<file path="src/rtl/assert_macros.svh">
// assertion macros used by the top level rtl file
`ifndef ASSERT_MACROS_SVH
`define ASSERT_MACROS_SVH

// property holds at every clock edge outside reset
`define SKAM_CHECK(lbl, clk, rst_n, expr, msg) \
	lbl: assert property (@(posedge clk) disable iff (!rst_n) (expr)) else $error(msg);

// consequent holds in the same cycle as the antecedent
`define SKAM_IMPLY(lbl, clk, rst_n, ante, cons, msg) \
	lbl: assert property (@(posedge clk) disable iff (!rst_n) (ante) |-> (cons)) else $error(msg);

`endif

</file>
<file path="src/rtl/skam_pkg.sv">
// types and constants of the sorted key adjacency matrix
`timescale 1ns / 1ps

package skam_pkg;

	localparam int KEY_W = 32;
	localparam int NB_W = 16;
	localparam int ST_W = 2;
	localparam int FN_W = 2;
	localparam int VC_W = 5;
	localparam int RESULT_LIMIT = 16;
	localparam int APB_AW = 3;
	localparam int APB_DW = 32;

	localparam logic [VC_W-1:0] VC_RESET = 5'd16;
	localparam logic [0:0] REG_VERTEX_COUNT = 1'b0;

	typedef logic signed [KEY_W-1:0] key_t;

	typedef enum logic [FN_W-1:0] {
		FN_INSERT = 2'd0,
		FN_EDGE   = 2'd1,
		FN_DUMP   = 2'd2,
		FN_CLEAR  = 2'd3
	} func_t;

	typedef enum logic [ST_W-1:0] {
		ST_OK      = 2'd0,
		ST_FULL    = 2'd1,
		ST_MISSING = 2'd2,
		ST_EMPTY   = 2'd3
	} status_t;

	typedef enum logic {
		S_IDLE,
		S_DUMP
	} state_t;

	typedef struct packed {
		logic ins;
		logic clr;
		logic loaded;
		logic at_end;
		logic set_row;
	} cell_cmd_t;

	typedef struct packed {
		logic lt;
		logic hit_src;
		logic hit_dst;
	} cell_stat_t;

endpackage

</file>
<file path="src/rtl/skam_if.sv">
// request and result channel interfaces
`timescale 1ns / 1ps

interface skam_req_if;
	logic                       valid;
	logic                       ready;
	logic [skam_pkg::FN_W-1:0]  func;
	logic signed [skam_pkg::KEY_W-1:0] key;
	logic signed [skam_pkg::KEY_W-1:0] other_key;

	modport source (output valid, func, key, other_key, input ready);
	modport sink (input valid, func, key, other_key, output ready);
endinterface

interface skam_rsp_if;
	logic                       valid;
	logic                       ready;
	logic signed [skam_pkg::KEY_W-1:0] row_key;
	logic [skam_pkg::NB_W-1:0]  neighbors;
	logic [skam_pkg::ST_W-1:0]  status;
	logic                       is_last;

	modport source (output valid, row_key, neighbors, status, is_last, input ready);
	modport sink (input valid, row_key, neighbors, status, is_last, output ready);
endinterface

</file>
<file path="src/rtl/skam_cell.sv">
// one vertex cell: key, adjacency row and compares against the request keys
`timescale 1ns / 1ps

module skam_cell #(
	parameter int NV = 16
) (
	input  logic                  clk,
	input  logic                  arst_n,
	input  skam_pkg::cell_cmd_t   cmd,
	input  skam_pkg::key_t        new_key,
	input  skam_pkg::key_t        other_key,
	input  skam_pkg::key_t        prev_key,
	input  logic                  prev_lt,
	input  logic [NV-1:0]         col_mask,
	output skam_pkg::key_t        key_q,
	output logic [NV-1:0]         row_q,
	output skam_pkg::cell_stat_t  stat
);

	assign stat.lt      = cmd.loaded && (new_key < key_q);
	assign stat.hit_src = cmd.loaded && (key_q == new_key);
	assign stat.hit_dst = cmd.loaded && (key_q == other_key);

	// shift right from the neighbor or take the new key
	always_ff @(posedge clk) begin
		if (cmd.ins && (stat.lt || cmd.at_end)) begin
			key_q <= prev_lt ? prev_key : new_key;
		end
	end

	always_ff @(posedge clk or negedge arst_n) begin
		if (!arst_n) begin
			row_q <= '0;
		end else if (cmd.clr) begin
			row_q <= '0;
		end else if (cmd.set_row) begin
			row_q <= row_q | col_mask;
		end
	end

endmodule

</file>
<file path="src/rtl/skam_cfg.sv">
// apb register block holding vertex_count
`timescale 1ns / 1ps

module skam_cfg (
	input  logic                        clk,
	input  logic                        arst_n,
	input  logic                        psel,
	input  logic                        penable,
	input  logic                        pwrite,
	input  logic [skam_pkg::APB_AW-1:0] paddr,
	input  logic [skam_pkg::APB_DW-1:0] pwdata,
	output logic [skam_pkg::APB_DW-1:0] prdata,
	output logic                        pready,
	output logic [skam_pkg::VC_W-1:0]   vertex_count
);

	logic                      sel_vc;
	logic [skam_pkg::VC_W-1:0] vc_q;

	assign pready = 1'b1;
	assign sel_vc = (paddr[skam_pkg::APB_AW-1:2] == skam_pkg::REG_VERTEX_COUNT);
	assign prdata = sel_vc ? skam_pkg::APB_DW'(vc_q) : '0;
	assign vertex_count = vc_q;

	always_ff @(posedge clk or negedge arst_n) begin
		if (!arst_n) begin
			vc_q <= skam_pkg::VC_RESET;
		end else if (psel && penable && pwrite && pready && sel_vc) begin
			vc_q <= pwdata[skam_pkg::VC_W-1:0];
		end
	end

endmodule

</file>
<file path="src/rtl/sorted_key_adjacency_matrix.sv">
// sorted key adjacency matrix: top level
// Channels: req carries one request (func, key, other_key), rsp carries
// results (row_key, neighbors, status, is_last); both move on valid and ready.
// Configuration: apb port, register vertex_count at byte address 0.
// A request lands in a holding register and executes from there in a
// row of MAX_VERTICES cells, each holding one sorted key and its row.
// Insert, add edge and clear execute in all cells at once: all cells compare
// the key, and an insert shifts one place to the right to open the sorted slot.
// Their single result is registered in the output register; a new request
// is taken only after the last has left the holding register. A dump enters
// S_DUMP, then, unless rsp stalls, gives one row per cycle by cell index.
// While rsp is stalled the output register holds, the dump counter pauses,
// and one more request may wait in the holding register.
// Reset empties the store, clears all rows and sets vertex_count to 16.
`timescale 1ns / 1ps
`include "assert_macros.svh"

module sorted_key_adjacency_matrix #(
	parameter int MAX_VERTICES = 16
) (
	input  logic                        clk,
	input  logic                        arst_n,
	skam_req_if.sink                    req,
	skam_rsp_if.source                  rsp,
	input  logic                        psel,
	input  logic                        penable,
	input  logic                        pwrite,
	input  logic [skam_pkg::APB_AW-1:0] paddr,
	input  logic [skam_pkg::APB_DW-1:0] pwdata,
	output logic [skam_pkg::APB_DW-1:0] prdata,
	output logic                        pready
);

	localparam int NV = MAX_VERTICES;
	localparam int CW = $clog2(NV + 1);
	localparam int IW = $clog2(NV);
	localparam int CMPW = (CW > skam_pkg::VC_W) ? CW : skam_pkg::VC_W;

	logic [skam_pkg::VC_W-1:0] vertex_count;

	// holding register
	logic                  hold_q;
	skam_pkg::func_t       h_func_q;
	skam_pkg::key_t        h_key_q;
	skam_pkg::key_t        h_other_q;

	// store control
	logic [CW-1:0]         cnt_q;
	logic                  edges_q;
	logic [IW-1:0]         didx_q, didx_d;
	skam_pkg::state_t      state_q, state_d;

	// output register
	logic                  ov_q;
	skam_pkg::key_t        o_key_q, o_key_d;
	logic [skam_pkg::NB_W-1:0] o_nb_q, o_nb_d;
	skam_pkg::status_t     o_st_q, o_st_d;
	logic                  o_last_q, o_last_d;

	logic                  slot_free, take, out_load, ins_en, clr_en, edge_en;
	logic                  full, dump_last;
	logic [CMPW-1:0]       cap, dump_n;

	skam_pkg::key_t        key_a [NV];
	logic [NV-1:0]         row_a [NV];
	skam_pkg::cell_stat_t  stat_a [NV];
	skam_pkg::cell_cmd_t   cmd_a [NV];
	logic [NV-1:0]         loaded, src_v, dst_v, src_first, dst_first;
	logic [NV-1:0]         sel_row;
	logic [skam_pkg::NB_W-1:0] sel_nb;

	skam_cfg u_cfg (
		.clk          (clk),
		.arst_n       (arst_n),
		.psel         (psel),
		.penable      (penable),
		.pwrite       (pwrite),
		.paddr        (paddr),
		.pwdata       (pwdata),
		.prdata       (prdata),
		.pready       (pready),
		.vertex_count (vertex_count)
	);

	genvar i;
	generate
		for (i = 0; i < NV; i++) begin : g_cell
			assign loaded[i] = (cnt_q > CW'(i));
			assign src_v[i] = stat_a[i].hit_src;
			assign dst_v[i] = stat_a[i].hit_dst;
			assign cmd_a[i].ins = ins_en;
			assign cmd_a[i].clr = clr_en;
			assign cmd_a[i].loaded = loaded[i];
			assign cmd_a[i].at_end = (cnt_q == CW'(i));
			assign cmd_a[i].set_row = edge_en && src_first[i];

			if (i == 0) begin : g_head
				skam_cell #(.NV(NV)) u_cell (
					.clk       (clk),
					.arst_n    (arst_n),
					.cmd       (cmd_a[i]),
					.new_key   (h_key_q),
					.other_key (h_other_q),
					.prev_key  (h_key_q),
					.prev_lt   (1'b0),
					.col_mask  (dst_first),
					.key_q     (key_a[i]),
					.row_q     (row_a[i]),
					.stat      (stat_a[i])
				);
			end else begin : g_body
				skam_cell #(.NV(NV)) u_cell (
					.clk       (clk),
					.arst_n    (arst_n),
					.cmd       (cmd_a[i]),
					.new_key   (h_key_q),
					.other_key (h_other_q),
					.prev_key  (key_a[i-1]),
					.prev_lt   (stat_a[i-1].lt),
					.col_mask  (dst_first),
					.key_q     (key_a[i]),
					.row_q     (row_a[i]),
					.stat      (stat_a[i])
				);
			end
		end

		if (NV >= skam_pkg::NB_W) begin : g_nb_cut
			assign sel_nb = sel_row[skam_pkg::NB_W-1:0];
		end else begin : g_nb_ext
			assign sel_nb = skam_pkg::NB_W'(sel_row);
		end
	endgenerate

	// first matching cell for each key
	assign src_first = src_v & (~src_v + NV'(1));
	assign dst_first = dst_v & (~dst_v + NV'(1));

	assign cap = (CMPW'(vertex_count) < CMPW'(NV)) ? CMPW'(vertex_count) : CMPW'(NV);
	assign full = (CMPW'(cnt_q) >= cap);
	assign dump_n = (CMPW'(cnt_q) > CMPW'(skam_pkg::RESULT_LIMIT)) ?
		CMPW'(skam_pkg::RESULT_LIMIT) : CMPW'(cnt_q);
	assign dump_last = ((CMPW'(didx_q) + CMPW'(1)) == dump_n);
	assign sel_row = row_a[didx_q];

	assign slot_free = !ov_q || rsp.ready;
	assign req.ready = !hold_q;

	always_comb begin
		state_d = state_q;
		didx_d = didx_q;
		take = 1'b0;
		out_load = 1'b0;
		ins_en = 1'b0;
		clr_en = 1'b0;
		edge_en = 1'b0;
		o_key_d = '0;
		o_nb_d = '0;
		o_st_d = skam_pkg::ST_OK;
		o_last_d = 1'b1;
		case (state_q)
			skam_pkg::S_IDLE: begin
				if (hold_q && slot_free) begin
					take = 1'b1;
					case (h_func_q)
						skam_pkg::FN_INSERT: begin
							out_load = 1'b1;
							if (edges_q || full) begin
								o_st_d = skam_pkg::ST_FULL;
							end else begin
								ins_en = 1'b1;
							end
						end
						skam_pkg::FN_EDGE: begin
							out_load = 1'b1;
							if (cnt_q == '0) begin
								o_st_d = skam_pkg::ST_EMPTY;
							end else if (src_v == '0 || dst_v == '0) begin
								o_st_d = skam_pkg::ST_MISSING;
							end else begin
								edge_en = 1'b1;
							end
						end
						skam_pkg::FN_DUMP: begin
							if (cnt_q == '0) begin
								out_load = 1'b1;
								o_st_d = skam_pkg::ST_EMPTY;
							end else begin
								state_d = skam_pkg::S_DUMP;
								didx_d = '0;
							end
						end
						skam_pkg::FN_CLEAR: begin
							out_load = 1'b1;
							clr_en = 1'b1;
						end
						default: begin
							out_load = 1'b0;
						end
					endcase
				end
			end
			skam_pkg::S_DUMP: begin
				if (slot_free) begin
					out_load = 1'b1;
					o_key_d = key_a[didx_q];
					o_nb_d = sel_nb;
					o_last_d = dump_last;
					if (dump_last) begin
						state_d = skam_pkg::S_IDLE;
						didx_d = '0;
					end else begin
						didx_d = didx_q + IW'(1);
					end
				end
			end
			default: begin
				state_d = skam_pkg::S_IDLE;
			end
		endcase
	end

	always_ff @(posedge clk or negedge arst_n) begin
		if (!arst_n) begin
			state_q <= skam_pkg::S_IDLE;
			didx_q <= '0;
		end else begin
			state_q <= state_d;
			didx_q <= didx_d;
		end
	end

	always_ff @(posedge clk or negedge arst_n) begin
		if (!arst_n) begin
			hold_q <= 1'b0;
			cnt_q <= '0;
			edges_q <= 1'b0;
			ov_q <= 1'b0;
		end else begin
			if (req.valid && req.ready) begin
				hold_q <= 1'b1;
			end else if (take) begin
				hold_q <= 1'b0;
			end
			if (clr_en) begin
				cnt_q <= '0;
				edges_q <= 1'b0;
			end else begin
				if (ins_en) begin
					cnt_q <= cnt_q + CW'(1);
				end
				if (edge_en) begin
					edges_q <= 1'b1;
				end
			end
			if (out_load) begin
				ov_q <= 1'b1;
			end else if (rsp.ready) begin
				ov_q <= 1'b0;
			end
		end
	end

	// request payload
	always_ff @(posedge clk) begin
		if (req.valid && req.ready) begin
			h_func_q <= skam_pkg::func_t'(req.func);
			h_key_q <= req.key;
			h_other_q <= req.other_key;
		end
	end

	// result payload
	always_ff @(posedge clk) begin
		if (out_load) begin
			o_key_q <= o_key_d;
			o_nb_q <= o_nb_d;
			o_st_q <= o_st_d;
			o_last_q <= o_last_d;
		end
	end

	assign rsp.valid = ov_q;
	assign rsp.row_key = o_key_q;
	assign rsp.neighbors = o_nb_q;
	assign rsp.status = o_st_q;
	assign rsp.is_last = o_last_q;

	`SKAM_CHECK(a_cnt_bound, clk, arst_n, CMPW'(cnt_q) <= CMPW'(NV), "key count above capacity")
	`SKAM_IMPLY(a_edges_nonempty, clk, arst_n, edges_q, cnt_q != '0, "edges on empty store")
	`SKAM_IMPLY(a_dump_idx, clk, arst_n, state_q == skam_pkg::S_DUMP, CMPW'(didx_q) < dump_n, "dump index past last row")

	generate
		for (i = 1; i < NV; i++) begin : g_order_chk
			`SKAM_CHECK(a_sorted, clk, arst_n, !(loaded[i] && (key_a[i] < key_a[i-1])), "stored keys out of order")
		end
	endgenerate

endmodule

</file>
<file path="src/flat_wrapper.sv">
// flat-port wrapper written by rule: the top's interface ports become plain ports
module sorted_key_adjacency_matrix_flat 
#(
	parameter int MAX_VERTICES = 16
)
  (clk, arst_n, psel, penable, pwrite, paddr, pwdata, prdata, pready, req_valid, req_func, req_key, req_other_key, req_ready, rsp_valid, rsp_row_key, rsp_neighbors, rsp_status, rsp_is_last, rsp_ready);
  skam_req_if req_i ();
  skam_rsp_if rsp_i ();
  input  logic clk;
  input  logic arst_n;
  input  logic psel;
  input  logic penable;
  input  logic pwrite;
  input  logic [skam_pkg::APB_AW-1:0] paddr;
  input  logic [skam_pkg::APB_DW-1:0] pwdata;
  output logic [skam_pkg::APB_DW-1:0] prdata;
  output logic pready;
  input wire logic [$bits(req_i.valid)-1:0] req_valid;
  input wire logic [$bits(req_i.func)-1:0] req_func;
  input wire logic [$bits(req_i.key)-1:0] req_key;
  input wire logic [$bits(req_i.other_key)-1:0] req_other_key;
  output wire logic [$bits(req_i.ready)-1:0] req_ready;
  output wire logic [$bits(rsp_i.valid)-1:0] rsp_valid;
  output wire logic [$bits(rsp_i.row_key)-1:0] rsp_row_key;
  output wire logic [$bits(rsp_i.neighbors)-1:0] rsp_neighbors;
  output wire logic [$bits(rsp_i.status)-1:0] rsp_status;
  output wire logic [$bits(rsp_i.is_last)-1:0] rsp_is_last;
  input wire logic [$bits(rsp_i.ready)-1:0] rsp_ready;
  assign req_i.valid = req_valid;
  assign req_i.func = req_func;
  assign req_i.key = req_key;
  assign req_i.other_key = req_other_key;
  assign req_ready = req_i.ready;
  assign rsp_valid = rsp_i.valid;
  assign rsp_row_key = rsp_i.row_key;
  assign rsp_neighbors = rsp_i.neighbors;
  assign rsp_status = rsp_i.status;
  assign rsp_is_last = rsp_i.is_last;
  assign rsp_i.ready = rsp_ready;
  sorted_key_adjacency_matrix #(.MAX_VERTICES(MAX_VERTICES)) u_core (.clk(clk), .arst_n(arst_n), .req(req_i), .rsp(rsp_i), .psel(psel), .penable(penable), .pwrite(pwrite), .paddr(paddr), .pwdata(pwdata), .prdata(prdata), .pready(pready));
endmodule
</file>
<file path="config.mk">
export PLATFORM = sky130hd
export DESIGN_NAME = sorted_key_adjacency_matrix_flat
export DESIGN_NICKNAME = d
export VERILOG_FILES = /design/src/rtl/skam_pkg.sv /design/src/rtl/skam_if.sv /design/src/rtl/skam_cell.sv /design/src/rtl/skam_cfg.sv /design/src/rtl/sorted_key_adjacency_matrix.sv /design/src/flat_wrapper.sv
export VERILOG_INCLUDE_DIRS = /design/src /design/src/rtl
export SDC_FILE = /design/constraint.sdc
export NUM_CORES = 2
export LEC_CHECK = 0
export BUFFER_PORTS_ARGS = -buffer_cell sky130_fd_sc_hd__buf_2
export CAP_MARGIN = 20
export CORE_UTILIZATION = 25
export DETAILED_ROUTE_END_ITERATION = 12
export PLACE_DENSITY = 0.41
export SYNTH_ARGS = -nofsm -noshare
export SYNTH_HDL_FRONTEND = slang
export SYNTH_SLANG_ARGS = --single-unit
</file>
<file path="constraint.sdc">
create_clock -name clk -period 6.28 [get_ports clk]
set_input_delay 0.942 -clock clk [delete_from_list [all_inputs] [get_ports clk]]
set_output_delay 0.942 -clock clk [all_outputs]
set_load 0.02 [all_outputs]
</file>
; ---- After elaboration in Yosys (flattened, before gate mapping)
; Cells that the tools add are included.
; Widths: inputs -> output; s select.
[op_classes]
n_addsub = 5
order_cmp = 36
n_eq_ne = 55
muxes = 100
bitwise = 24
reduce_logical = 134
[ops]
columns = op, n
row1 = $eq 32x32->1, 32
row2 = $mux 16, 34
row3 = $mux 32, 17
row4 = $lt 32x32->1, 16
row5 = $or 16x16->16, 16
row6 = $bmux 32 s4, 1
row7 = $logic_and 1x1->1, 85
row8 = $bmux 16 s4, 1
row9 = $eq 5x4->1 const B, 8
row10 = $gt 5x4->1 const B, 8
row11 = $reduce_bool 2->1, 20
row12 = $add 16x1->16 const B, 2
row13 = $and 16x16->16, 2
row14 = $logic_not 16->1, 2
row15 = $not 16->16, 2
row16 = $mux 1, 29
row17 = $mux 5, 5
row18 = $eq 5x3->1 const B, 4
row19 = $gt 5x3->1 const B, 4
row20 = $mux 4, 5
row21 = $logic_or 1x1->1, 19
row22 = $eq 5x2->1 const B, 2
row23 = $gt 5x1->1 const B, 2
row24 = $gt 5x2->1 const B, 2
row25 = 26 further kinds, 36
[totals]
register_bits = 903
out_inout_bits = 86
word_cells = 400

; ---- Longest topological paths before layout
[logic_depth]
depth_word = 12
mapped_depth = 14
mapped_depth_nobuf = 11

; ---- Modules after synthesis
; From an unflattened synthesis, not the netlist that was laid out.
[hier_totals]
hier_cells = 5352
area_unflattened_um2 = 61287.5
[modules_own_cells]
columns = module, n_inst, cells_each, area_per_inst_um2
row1 = skam_cell at u_core.g_cell[0].g_head.u_cell ..., 15, 285, 3111.7
row2 = sorted_key_adjacency_matrix, 1, 744, 11036.8
row3 = skam_cell at u_core.g_cell[14].g_body.u_cell, 1, 287, 3106.7
row4 = skam_cfg, 1, 46, 467.9

; ---- Least setup slack after synthesis
; OpenSTA, ideal clock, no wires.
[synth_timing]
path_type = register to register
from = register u_core.h_key_q[31]
to = register u_core.g_cell[12].g_body.u_cell.key_q[0], enable pin
arrival_time_ns = 5.404
t_required_ns = 5.800
slack_ns = 0.396
path_stages_with_launch = 10
synth_period_minus_slack_ns = 5.884
cell_sequence = edfxtp_1 ha_1 clkbuf_1 nand4_1 or4_1 nor3_1 a221o_1 a31oi_1 or2_2 a311oi_1
[synth_between]
elab_chain_cells = 4
[synth_rtl]
columns = element, line
row1 = from (decl), sorted_key_adjacency_matrix.sv:44  ; skam_pkg::key_t h_key_q;
row2 = from (signal assigned), sorted_key_adjacency_matrix.sv:268  ; h_key_q <= req.key;
row3 = $lt 32x32->1, skam_cell.sv:20  ; assign stat.lt = cmd.loaded && (new_key < key_q);
row4 = $logic_and 1x1->1, skam_cell.sv:20
row5 = $logic_or 1x1->1, skam_cell.sv:26  ; if (cmd.ins && (stat.lt || cmd.at_end)) begin
row6 = $logic_and 1x1->1, skam_cell.sv:26
row7 = to (signal assigned), skam_cell.sv:27  ; key_q <= prev_lt ? prev_key : new_key;
row8 = to (decl), skam_cell.sv:15  ; output skam_pkg::key_t key_q,
; Every way passes these cells.
; A chain may end at the register's enable or synchronous reset.

; ---- Worst setup path in the final report
[layout_timing]
from = register u_core.h_key_q[0]
to = register u_core.g_cell[2].g_body.u_cell.row_q[3]
[layout_between]
elab_chain_cells = 11
elab_cells_between_ends = 44
[layout_rtl]
columns = element, line
row1 = "parallel branches: the longest is 9 deep, another holds $add 16x1->16", --
row2 = $logic_and 1x1->1 *, sorted_key_adjacency_matrix.sv:95  ; assign cmd_a[i].set_row = edge_en && src_first[i];
row3 = $reduce_bool 2->1 (no source line) *, --
row4 = to (signal assigned), skam_cell.sv:37  ; row_q <= row_q | col_mask;
row5 = to (decl), skam_cell.sv:16  ; output logic [NV-1:0] row_q,
; Every way passes the cells marked *.

==> impl_summary.txt <==
----------------------------------------------------
[Status]
  Result of the run ... complete, no violations

[Placement]
  Placed cell area ... 67400 um^2
  Buffers on Ports ... 136
  Post-DP HPWL ... 230000 um
  Gpl congestion ... 1.03

[Setup path]
  Worst R2R Setup Slack ... 0.87 ns
  Gate family responsible for the most delay along the worst path ... simple AND/OR/NAND/NOR gates
  Largest incremental delay on the critical path ... 1.22 ns
  Critical path data arrival time ... 6.12 ns
  Buffers & Inverters on Critical Path ... 3
  Cell-by-cell trace of the critical path ... buf_4 > inv_1 > buf_4 > ha_1 > nand4_1 > nor2_1 > nand3_1 > nor2_1 > nor4_2 > nand4_1 > o31a_1 > nand4_2 > o21ai_0
  Startpoint type of the worst setup path ... register
  R2R cell count ... 13
  Crit. path cell count ... 13
  Data required time at the worst endpoint ... 6.99 ns
  Critical-path maximum fanout ... 19
  Kind of capture point of the worst setup path ... register
  Critical Setup Path Class ... register to register
  Slowest library cell on the worst path ... nor2_1

[Synthesis]
  Cell area after technology mapping ... 62100 um^2
  Total of warnings raised by yosys ... 0
  Ys flop type ... edfxtp_1
  Count of state elements after synthesis ... 903
  Netlist cell types ... 88
  Gate count after technology mapping ... 5627
  Number of synthesized flops with an enable pin ... 629
  Average footprint of a synthesized cell ... 11.0 um^2
  Share of synthesized flip-flops with an asynchronous set or reset ... 0.303
  Seq/Total Area, Yosys ... 0.415

[Global route]
  Initial antenna violation count ... 16
  Via count of the first global-routing pass ... 47400
  Remaining Overflow, GRT ... 0
  Total Routing Usage GR ... 0.226
  Global-route wire length before repair ... 391000 um
  Pin count of the biggest net entering global routing ... 176

[Timing]
  Max Clock Freq ... 0.185 GHz
  Total negative slack ... 0 ns
  Final slew viol count ... 0
  Slew HR ... 0.0400
  Hold slack ... 0.169 ns
  Unrepaired setup endpoints after global routing ... false
  Transition time at the pin with the least slew margin ... 1.43 ns
  Final number of hold-violating endpoints ... 0
  Number of failing setup endpoints in the final timing report ... 0
  Clock skew ... 0.0552 ns
  Min Tclk post-route ... 5.41 ns
  Fin crit share ... 0.861

[Clock network]
  Number of post-CTS setup repair buffers ... 0
  Worst-skew pair later-pin latency ... 0.83 ns
  CTS hold repair buffers ... 0
  Clock tree from TritonCTS ... done
  Number of gates resized after cts ... 0
  Max Buffers Root-to-Sink ... 3
  Clock tree root driver cell ... clkbuf_16
  Maximum level of the CTS H-tree ... 3
  CTS clk-pin slew, worst paths ... 0.06 ns
  Number of clock buffers inserted by TritonCTS ... 117
  Sinks on the clock net ... 903

[Run]
  MaxCap Viol Count ... 0

[Drt]
  Number of iterations in the first detailed-routing pass ... 5
  Final routed wire length divided by cell count ... 31.3 um
  DRC violations left ... 0
  Post-DRT Antenna Nets ... 0
  First-iteration detailed-routing DRC count ... 4457
  Vias ... 47300
  Aggregate routed wire length ... 288000 um
  Number of vias per cell ... 5.15

[Floorplan]
  Width of the chip ... 500 um
  Number of I/O pins ... 194
  Floorplan die area ... 250000 um^2
  Die Height ... 500 um
  Cell Rows ... 182
  Placeable core area ... 246000 um^2
  Initial core utilization ... 0.252

[Worst hold path]
  Type of the tightest min-delay check ... input port to asynchronous set/reset pin

[Cells and area]
  Final instance area ... 71300 um^2
  Proportion of layout cells with a drive suffix above 1 ... 0.142
  Count of fill cells added during filler insertion ... 25800
  Net count of the finished layout ... 6402
  Core occupancy in the finished layout ... 0.289
  Signed area change from the synthesized netlist to the final layout ... 14.9%

[Power]
  Overall Power ... 0.0220 W
  Static leakage ... 29.9 nW
  Power density over the cells ... 309 nW/um^2
  Maximum VDD drop ... 0.000260 V

----------------------------------------------------
-- cells in the mapped netlist, types with 20 or more instances --
cell type  instances  area, um^2
mux2i_1          412        4120
nor2b_1           92         576
nor3_1            52         260
o21a_1            31         233
nand2b_1          25         156
o21ai_0          398        1990
dfrtp_1          273        6830
edfxtp_1         629       18900
xor2_1           226        1980
a21o_1           162        1220
buf_4             54         405
nand4_1          232        1450
inv_1            563        2110
buf_2             56         280
and3_1            20         125
ha_1             523        6540
a221oi_1          38         333
buf_1             23        86.3
xnor2_1          290        2540
clkbuf_1         185         694
a21oi_1          177         886
nand3_1          110         551
mux4_2           240        5410
nor4_1            93         582
nor2_1           124         465
nand2_1          372        1400
-- metal layers --
metal  track usage  wire, um  vias up
met1         0.289    121000    24400
met2         0.361    131000     1682
met3        0.0332     16400      399
li1              -         -    20900
met5             0         0        -
met4         0.135     19600        0
-- per-stage QoR --
stage | setup slack, ns | std cells
detailed placement | 1.05 | 8963
floorplan | 0.396 | 5653
global placement | 1.20 | 8963
global route | 0.748 | 9183
CTS | 1.04 | 9180
finish | 0.875 | 9184
-- final timing paths --
kind                                                         start                                   endpoint
setup / recovery                                 u_core.h_key_q[0]    u_core.g_cell[2].g_body.u_cell.row_q[3]
hold / removal                                              arst_n  u_core.g_cell[11].g_body.u_cell.row_q[14]
setup reg to reg                                 u_core.h_key_q[0]    u_core.g_cell[2].g_body.u_cell.row_q[3]
hold reg to reg            u_core.g_cell[2].g_body.u_cell.row_q[0]    u_core.g_cell[2].g_body.u_cell.row_q[0]
max in group asynchronous                                   arst_n               u_core.u_cfg.vertex_count[2]
min in group clk                                  req_other_key[8]                        u_core.h_other_q[8]
-- layout by cell type (no fill, tap or decap), types with 20 or more instances in the layout --
cell	instances
a21o_1	162
a21oi_1	165
a221oi_1	37
and3_1	20
buf_2	135
buf_4	173
clkbuf_1	30
clkbuf_16	119
clkinv_1	20
conb_1	28
dfrtp_1	269
edfxtp_1	629
ha_1	523
inv_1	563
mux2i_1	406
mux4_2	240
nand2_1	369
nand2b_1	25
nand3_1	109
nand4_1	232
nor2_1	119
nor2b_1	91
nor3_1	50
nor4_1	91
o21a_1	28
o21ai_0	398
xnor2_1	290
xor2_1	226
-- state kept, by name (all words and copies together) (netlist names) --
signal and flops:
u_core.g_cell.g_body.u_cell.key_q 480, u_core.g_cell.g_body.u_cell.row_q 240, u_core.g_cell.g_head.u_cell.key_q 32, u_core.h_key_q 32
u_core.h_other_q 32, u_core.rsp.row_key 32, u_core.g_cell.g_head.u_cell.row_q 16, u_core.rsp.neighbors 16
u_core.cnt_q 5, u_core.u_cfg.vertex_count 5, u_core.didx_q 4, u_core.h_func_q 2
u_core.rsp.status 2, u_core.edges_q 1, u_core.hold_q 1, u_core.rsp.is_last 1
u_core.rsp.valid 1, u_core.state_q 1
-- final cells by class --
| class | instances | area [um^2] | share of cell area |
|---|---|---|---|
| Multi-Input combinational cell | 3865 | 33200 | 0.465 |
| Sequential cell | 903 | 25800 | 0.361 |
| Tap cell | 3312 | 4140 | 0.0581 |
| Clock buffer | 164 | 3300 | 0.0462 |
| Timing Repair Buffer | 320 | 2210 | 0.0310 |
| Inverter | 564 | 2120 | 0.0297 |
| Clock inverter | 53 | 613 | 0.00860 |
| Antenna cell | 3 | 7.51 | 0.000105 |
-- where the power goes --
group          switching, W  internal [W]
Sequential         0.000432       0.00694
Combinational       0.00505       0.00260
Clock               0.00300       0.00403
-- kinds of logic (layout without fill, tap and decap cells) --
group	Yosys count	after routing	synth area share
DFF	903	903	0.415
AOI/OAI and AO/OA	906	906	0.0875
xor gates and xnor gates	516	516	0.0728
muxes	670	670	0.157
buffers and inverters	885	1101	0.0583
adders and majority gates	523	523	0.105
and+or+nand+nor	1222	1222	0.104
other	2	31	0.000121
(Power assumes the default switching activity.)
